## config.mk

```make
export PLATFORM = sky130hd
export DESIGN_NAME = length_prefixed_cobs_deframer
export DESIGN_NICKNAME = d
export VERILOG_FILES = /design/src/rtl/lpcd_pkg.sv /design/src/rtl/length_prefixed_cobs_deframer.sv /design/src/rtl/lpcd_core.sv /design/src/rtl/lpcd_skid.sv
export SDC_FILE = /design/constraint.sdc
export NUM_CORES = 1
export LEC_CHECK = 0
export ABC_AREA = 1
export BUFFER_PORTS_ARGS = -buffer_cell sky130_fd_sc_hd__buf_4
export CAP_MARGIN = 40
export CORE_MARGIN = 1
export CORE_UTILIZATION = 27
export CTS_CLUSTER_DIAMETER = 40
export DETAILED_ROUTE_END_ITERATION = 12
export SLEW_MARGIN = 20
export SYNTH_ARGS = -nofsm -noshare
export SYNTH_HDL_FRONTEND = slang
export SYNTH_HIERARCHICAL = 1
export SYNTH_SLANG_ARGS = --single-unit
```

## constraint.sdc

```tcl
create_clock -name clk -period 8.44 [get_ports clk]
set_input_delay 2.11 -clock clk [delete_from_list [all_inputs] [get_ports clk]]
set_output_delay 2.11 -clock clk [all_outputs]
set_load 0.01 [all_outputs]
```

## src/rtl/lpcd_pkg.sv

```systemverilog
`timescale 1ns / 1ps
// shared types and constants of the length-prefixed cobs deframer
package lpcd_pkg;

  localparam logic [7:0] DELIM       = 8'h00;
  localparam logic [7:0] CODE_FULL   = 8'hff;
  localparam logic [7:0] DUP_BIT     = 8'h80;
  localparam logic [7:0] LEN_HI_MASK = 8'h7f;

  localparam int unsigned LEN_W = 15;

  typedef struct packed {
    logic [7:0]       out_byte;
    logic             byte_valid;
    logic             frame_end;
    logic             frame_error;
    logic             is_duplicate;
    logic [LEN_W-1:0] decoded_length;
  } lpcd_result_t;

endpackage

```

## src/rtl/length_prefixed_cobs_deframer.sv

```systemverilog
`timescale 1ns / 1ps
// top level of the length-prefixed cobs deframer
//
//  channel  | handshake            | payload
//  ---------+----------------------+-----------------------------------------
//  input    | in_valid / in_stall  | rx_byte
//  output   | out_valid / out_stall| out_byte, byte_valid, frame_end,
//           |                      | frame_error, is_duplicate, decoded_length
//
// one link byte per cycle unless in_stall; a result reaches out_valid the
// cycle after its request is taken unless it must wait in the skid entry
// the framing state updates in the same cycle the byte is taken
// rst is synchronous: hunting for a delimiter, no result held
// a one-entry skid stage lets a byte in while a result waits; in_stall
// rises only when both the result register and the skid entry are full
module length_prefixed_cobs_deframer import lpcd_pkg::*; (
  input  logic             clk,
  input  logic             rst,
  input  logic             in_valid,
  output logic             in_stall,
  input  logic [7:0]       rx_byte,
  output logic             out_valid,
  input  logic             out_stall,
  output logic [7:0]       out_byte,
  output logic             byte_valid,
  output logic             frame_end,
  output logic             frame_error,
  output logic             is_duplicate,
  output logic [LEN_W-1:0] decoded_length
);

  logic         in_fire;
  logic         res_valid;
  lpcd_result_t res;
  lpcd_result_t held;

  // request taken whenever the skid entry is free
  assign in_fire = in_valid && !in_stall;

  // framing state and decode step
  lpcd_core u_core (
    .clk       (clk),
    .rst       (rst),
    .step      (in_fire),
    .rx_byte   (rx_byte),
    .res_valid (res_valid),
    .res       (res)
  );

  // result register plus skid entry
  lpcd_skid u_skid (
    .clk       (clk),
    .rst       (rst),
    .push      (res_valid),
    .push_data (res),
    .full      (in_stall),
    .out_valid (out_valid),
    .out_stall (out_stall),
    .out_data  (held)
  );

  assign out_byte       = held.out_byte;
  assign byte_valid     = held.byte_valid;
  assign frame_end      = held.frame_end;
  assign frame_error    = held.frame_error;
  assign is_duplicate   = held.is_duplicate;
  assign decoded_length = held.decoded_length;

  // the skid entry only fills behind a held result
  a_skid_behind_main: assert property (@(posedge clk) disable iff (rst)
    in_stall |-> out_valid)
    else $error("skid entry full with empty result register");

  // an aborted frame carries no byte and closes the frame
  a_error_is_end: assert property (@(posedge clk) disable iff (rst)
    (out_valid && frame_error) |-> (frame_end && !byte_valid))
    else $error("error result without frame end");

  // nothing held right after reset
  a_reset_empty: assert property (@(posedge clk)
    rst |=> (!out_valid && !in_stall))
    else $error("result pending after reset");

endmodule

```

## src/rtl/lpcd_core.sv

```systemverilog
`timescale 1ns / 1ps
// framing state and per-byte cobs decode step
module lpcd_core import lpcd_pkg::*; (
  input  logic         clk,
  input  logic         rst,
  input  logic         step,
  input  logic [7:0]   rx_byte,
  output logic         res_valid,
  output lpcd_result_t res
);

  typedef enum logic [1:0] {
    PH_HUNT    = 2'd0,
    PH_LEN_LO  = 2'd1,
    PH_LEN_HI  = 2'd2,
    PH_PAYLOAD = 2'd3
  } phase_t;

  phase_t           phase, phase_next;
  logic [7:0]       length_low, length_low_next;
  logic [LEN_W-1:0] bytes_left, bytes_left_next;
  logic [7:0]       block_left, block_left_next;
  logic             prev_code_full, prev_code_full_next;
  logic             duplicate_flag, duplicate_flag_next;
  logic [LEN_W-1:0] decoded_count, decoded_count_next;

  logic [LEN_W-1:0] hdr_len;
  logic [LEN_W-1:0] left_dec;
  logic             last;
  logic             hit;
  logic [7:0]       r_byte;
  logic             r_bvalid, r_end, r_err;

  assign hdr_len  = {rx_byte[6:0] & LEN_HI_MASK[6:0], length_low};
  assign left_dec = bytes_left - LEN_W'(1);
  assign last     = (left_dec == '0);

  always_comb begin
    phase_next          = phase;
    length_low_next     = length_low;
    bytes_left_next     = bytes_left;
    block_left_next     = block_left;
    prev_code_full_next = prev_code_full;
    duplicate_flag_next = duplicate_flag;
    decoded_count_next  = decoded_count;
    hit      = 1'b0;
    r_byte   = 8'h00;
    r_bvalid = 1'b0;
    r_end    = 1'b0;
    r_err    = 1'b0;
    case (phase)
      PH_HUNT: begin
        if (rx_byte == DELIM) phase_next = PH_LEN_LO;
      end
      PH_LEN_LO: begin
        length_low_next = rx_byte;
        phase_next      = PH_LEN_HI;
      end
      PH_LEN_HI: begin
        duplicate_flag_next = ((rx_byte & DUP_BIT) == 8'h00);
        bytes_left_next     = hdr_len;
        block_left_next     = 8'h00;
        prev_code_full_next = 1'b1;
        decoded_count_next  = '0;
        if (hdr_len == '0) begin
          phase_next = PH_HUNT;
          hit        = 1'b1;
          r_end      = 1'b1;
        end else begin
          phase_next = PH_PAYLOAD;
        end
      end
      PH_PAYLOAD: begin
        bytes_left_next = left_dec;
        if (block_left != 8'h00) begin
          // data byte inside a block
          block_left_next    = block_left - 8'd1;
          decoded_count_next = decoded_count + LEN_W'(1);
          if (last) phase_next = PH_HUNT;
          hit      = 1'b1;
          r_byte   = rx_byte;
          r_bvalid = 1'b1;
          r_end    = last;
        end else if (rx_byte == DELIM) begin
          // zero code byte aborts the frame
          phase_next      = PH_HUNT;
          bytes_left_next = '0;
          hit             = 1'b1;
          r_end           = 1'b1;
          r_err           = 1'b1;
        end else begin
          prev_code_full_next = (rx_byte == CODE_FULL);
          block_left_next     = rx_byte - 8'd1;
          if (last) phase_next = PH_HUNT;
          if (!prev_code_full) begin
            // implied zero from the previous short block
            decoded_count_next = decoded_count + LEN_W'(1);
            hit      = 1'b1;
            r_bvalid = 1'b1;
            r_end    = last;
          end else if (last) begin
            hit   = 1'b1;
            r_end = 1'b1;
          end
        end
      end
      default: begin
        phase_next = PH_HUNT;
      end
    endcase
  end

  assign res_valid          = step && hit;
  assign res.out_byte       = r_byte;
  assign res.byte_valid     = r_bvalid;
  assign res.frame_end      = r_end;
  assign res.frame_error    = r_err;
  assign res.is_duplicate   = duplicate_flag_next;
  assign res.decoded_length = decoded_count_next;

  always_ff @(posedge clk) begin
    if (rst) begin
      phase          <= PH_HUNT;
      length_low     <= 8'h00;
      bytes_left     <= '0;
      block_left     <= 8'h00;
      prev_code_full <= 1'b1;
      duplicate_flag <= 1'b0;
      decoded_count  <= '0;
    end else if (step) begin
      phase          <= phase_next;
      length_low     <= length_low_next;
      bytes_left     <= bytes_left_next;
      block_left     <= block_left_next;
      prev_code_full <= prev_code_full_next;
      duplicate_flag <= duplicate_flag_next;
      decoded_count  <= decoded_count_next;
    end
  end

endmodule

```

## src/rtl/lpcd_skid.sv

```systemverilog
`timescale 1ns / 1ps
// result register with one skid entry
module lpcd_skid import lpcd_pkg::*; (
  input  logic         clk,
  input  logic         rst,
  input  logic         push,
  input  lpcd_result_t push_data,
  output logic         full,
  output logic         out_valid,
  input  logic         out_stall,
  output lpcd_result_t out_data
);

  logic         skid_valid;
  lpcd_result_t skid_data;
  logic         out_fire;

  assign out_fire = out_valid && !out_stall;
  assign full     = skid_valid;

  always_ff @(posedge clk) begin
    if (rst) begin
      out_valid  <= 1'b0;
      skid_valid <= 1'b0;
    end else if (skid_valid) begin
      if (out_fire) begin
        out_data   <= skid_data;
        skid_valid <= 1'b0;
      end
    end else if (push) begin
      if (!out_valid || out_fire) begin
        out_data  <= push_data;
        out_valid <= 1'b1;
      end else begin
        skid_data  <= push_data;
        skid_valid <= 1'b1;
      end
    end else if (out_fire) begin
      out_valid <= 1'b0;
    end
  end

endmodule
```

==> run summary <==
clock tree root buffer cell = clkbuf_16
Core Box Area = 20300 µm²
Worst Skew = 0.00715 ns
Yosys reg bits = 106
Comb power frac = 0.117
Die H = 146 µm
Final Critical Period = 4.10 ns
Startpoint Class = primary input
Top FF cell, synth = edfxtp_1
reg2reg path depth = 18
Gate Count Post-Synth = 714
Hold Path Class = register to register
P_sw = 308 µW
post-synthesis mux area share = 0
yosys warns = 6
Maximum Capacitance Violations = 0
r2r endpoint = u_skid/skid_data[1]$_DFFE_PP_
clock buffer depth = 2
Critical Path RT = 8.51 ns
pin slew with the least headroom to its limit = 0.711 ns
post-synthesis sequential area ratio = 0.474
RSZ-0062 raised after global routing = false
clock slew at reported path FFs = 0.07 ns
gr usage total = 0.137
global route overflow = 0
Reg-to-Reg Start = u_core/bytes_left[0]$_SDFFE_PP0P_
Post-synth EDFFs = 54
fmax = 244 MHz
largest family of logic cells by synthesized area = simple AND/OR/NAND/NOR gates
critical path class = primary input to register
DRT Pass-1 Iters = 5
Compound-Gate Fraction of Synth Area = 0.127
Lkg Pwr = 0.00279 µW
Final ANT Viol Nets = 0
H-tree Lvls = 3
Hold EP = u_core/length_low[4]$_SDFFE_PP0P_
WL final = 13900 µm
Flop pwr share = 0.494
Max-slew headroom = 0.525
count of pins over their slew limit = 0
num ports = 41
clk sinks = 106
sw frac = 0.270
flop-to-flop setup slack = 5.17 ns
HP Start = u_core/length_low[4]$_SDFFE_PP0P_
Synth Area in Simple Gates = 0.296
hold buffers post-CTS = 0
DPL Wire Length = 10000 µm
Post-CTS Setup Bufs = 0
DR vias = 4610
CTS tree = yes
Mean Syn Cell Area = 7.86 µm²
initial antenna violation count = 0
post-synthesis xor/xnor area fraction = 0.00468
vias in the first global route = 4436
status = finished, final reports clean
antenna cells = 0
# resized after CTS = 0
share of post-route cells with drive strength above 1 = 0.155
clock latency on the worst-skew pair = 0.35 ns
die area = 21400 µm²
Finish-stage setup viols = 0
Clock Power Share = 0.388
Pwr per Cell Area = 175 nW/µm²
fin crit share = 0.486
num rows = 52
nets@finish = 760
initial drt markers = 282
synthesis-to-finish area growth = 15.6%
largest net degree at the start of global routing = 33
syn_nets = 730
Final Hold Viols = 0
Via density = 4.52
setup TNS = 0 ns
crit path DAT = 4.17 ns
cell area after synthesis = 5610 µm²
Initial Utilization = 0.277
CP max FO = 17
IO Port Bufs = 40
Async SR Flop Fraction = 0
Post-Synth Adder-Cell Area = 0.00891
IR drop worst, VDD = 0.0000952 V
average routed wire per standard cell = 13.6 µm
Unique masters post-synth = 43
Critical Path End Type = register
hold slack final = 0.465 ns
Die X = 146 µm
GPL Wtd Cong = 0.850
hold path depth = 2
drt drc = 0
first-pass GRT wire length = 22900 µm
Pint = 830 µW
TritonCTS Buffers = 9
## cell usage in the layout (no fill, tap or decap), types with 4 or more instances in the layout
cell type / netlist / final
nand4_1: 10 / 10
nand2_2: 8 / 8
nor2_4: 8 / 8
inv_1: 83 / 83
a21oi_4: 4 / 4
nand3_1: 49 / 49
nand3b_1: 4 / 4
or2_1: 4 / 4
nand2_1: 207 / 207
dfxtp_1: 52 / 52
clkbuf_16: 0 / 9
nor2_2: 6 / 7
nor2_1: 44 / 43
a31oi_1: 4 / 4
a221oi_1: 6 / 6
inv_2: 11 / 11
a21oi_2: 4 / 4
buf_4: 6 / 43
o21ai_1: 7 / 7
edfxtp_1: 54 / 54
ha_1: 4 / 4
a21oi_1: 53 / 53
nor4_1: 5 / 5
o21ai_0: 35 / 35
## sequential cells by signal, summed over array words and instances (netlist names)
| register | flops |
|---|---|
| u_skid/full | 1 |
| u_core/decoded_count | 15 |
| u_core/length_low | 8 |
| u_skid/skid_data | 27 |
| u_skid/out_valid | 1 |
| u_core/duplicate_flag | 1 |
| u_skid/out_data | 27 |
| u_core/bytes_left | 15 |
| u_core/prev_code_full | 1 |
| u_core/block_left | 8 |
| u_core/phase | 2 |
## layout make-up
class / instances / area, µm²
Fill cell: 2176 / 13800
Sequential cell: 106 / 2660
Multi-Input combinational cell: 485 / 2450
Clock buffer: 9 / 225
Inverter: 97 / 365
Timing Repair Buffer: 45 / 365
Tap cell: 270 / 338
Clock inverter: 7 / 82.6
## power by group through the flow
| stage | clock [µW] | combinational [µW] | sequential, µW |
|---|---|---|---|
| finish | 442 | 134 | 563 |
| global route | 473 | 153 | 565 |
| CTS | 454 | 133 | 563 |
| detailed placement | 0 | 132 | 574 |
| global placement | 0 | 131 | 575 |
| floorplan | 0 | 102 | 569 |
## routing by layer
metal,routed length [µm],vias to the layer above,global-route usage
met2,6300,102,0.218
met1,6710,2106,0.185
met3,642,11,0.0222
met5,0,-,0
li1,-,2391,-
met4,218,0,0.0526
## Yosys cell counts, types with 7 or more instances
cell type / number / share of area
clkbuf_1: 10 / 0.0067
nor2_1: 44 / 0.029
inv_1: 83 / 0.055
nand2_2: 8 / 0.0089
a21oi_1: 53 / 0.047
nand2_1: 207 / 0.14
inv_2: 11 / 0.0074
nor2_4: 8 / 0.016
dfxtp_1: 52 / 0.19
o21ai_1: 7 / 0.0062
edfxtp_1: 54 / 0.29
buf_2: 8 / 0.0071
o21ai_0: 35 / 0.031
nand4_1: 10 / 0.011
nand3_1: 49 / 0.044
## how the worst max path moves through the flow
stage | startpoint | endpoint | slack (ns) | cells after the start
after floorplan | rx_byte[1] | u_skid/out_data[0]$_DFFE_PP_ | 3.82 | 11
after global placement | rx_byte[1] | u_skid/skid_data[11]$_DFFE_PP_ | 3.79 | 12
after detailed placement | rx_byte[1] | u_skid/skid_data[9]$_DFFE_PP_ | 4.02 | 13
after CTS | rx_byte[1] | u_skid/skid_data[1]$_DFFE_PP_ | 4.39 | 13
after global routing | rx_byte[1] | u_skid/skid_data[1]$_DFFE_PP_ | 4.10 | 13
final | rx_byte[1] | u_skid/skid_data[1]$_DFFE_PP_ | 4.34 | 13
## worst max-delay path, stage by stage
cell,delay [ns]
buf_4,0.13
inv_1,0.11
nand4_2,0.15
nor4_1,0.32
nand4_1,0.17
nand2_1,0.10
a21oi_1,0.05
nor2_1,0.15
nand2_1,0.09
nor2_1,0.11
nand2_1,0.07
inv_1,0.39
buf_16,0.22
## cells by family (layout without fill, tap and decap cells)
group / count (synthesis) / after routing
AND/OR/NAND/NOR: 359 / 359
buffers and inverters: 123 / 158
AO/OA/AOI/OAI: 119 / 119
flip-flops: 106 / 106
adder cells (fa/ha/maj): 4 / 4
XOR/XNOR: 3 / 3
## stage by stage
step                       util  cells  power, µW  instance area [µm²]  setup slack [ns]
after detailed placement  0.304   1002        707                 6170              4.02
after global placement    0.302   1001        705                 6140              3.79
final                     0.320   1019       1140                 6490              4.34
after global routing      0.320   1019       1190                 6490              4.10
after CTS                 0.319   1018       1150                 6470              4.39
after floorplan               -    714        671                 5610              3.82
Note: power is estimated with default switching activity, not from simulation.
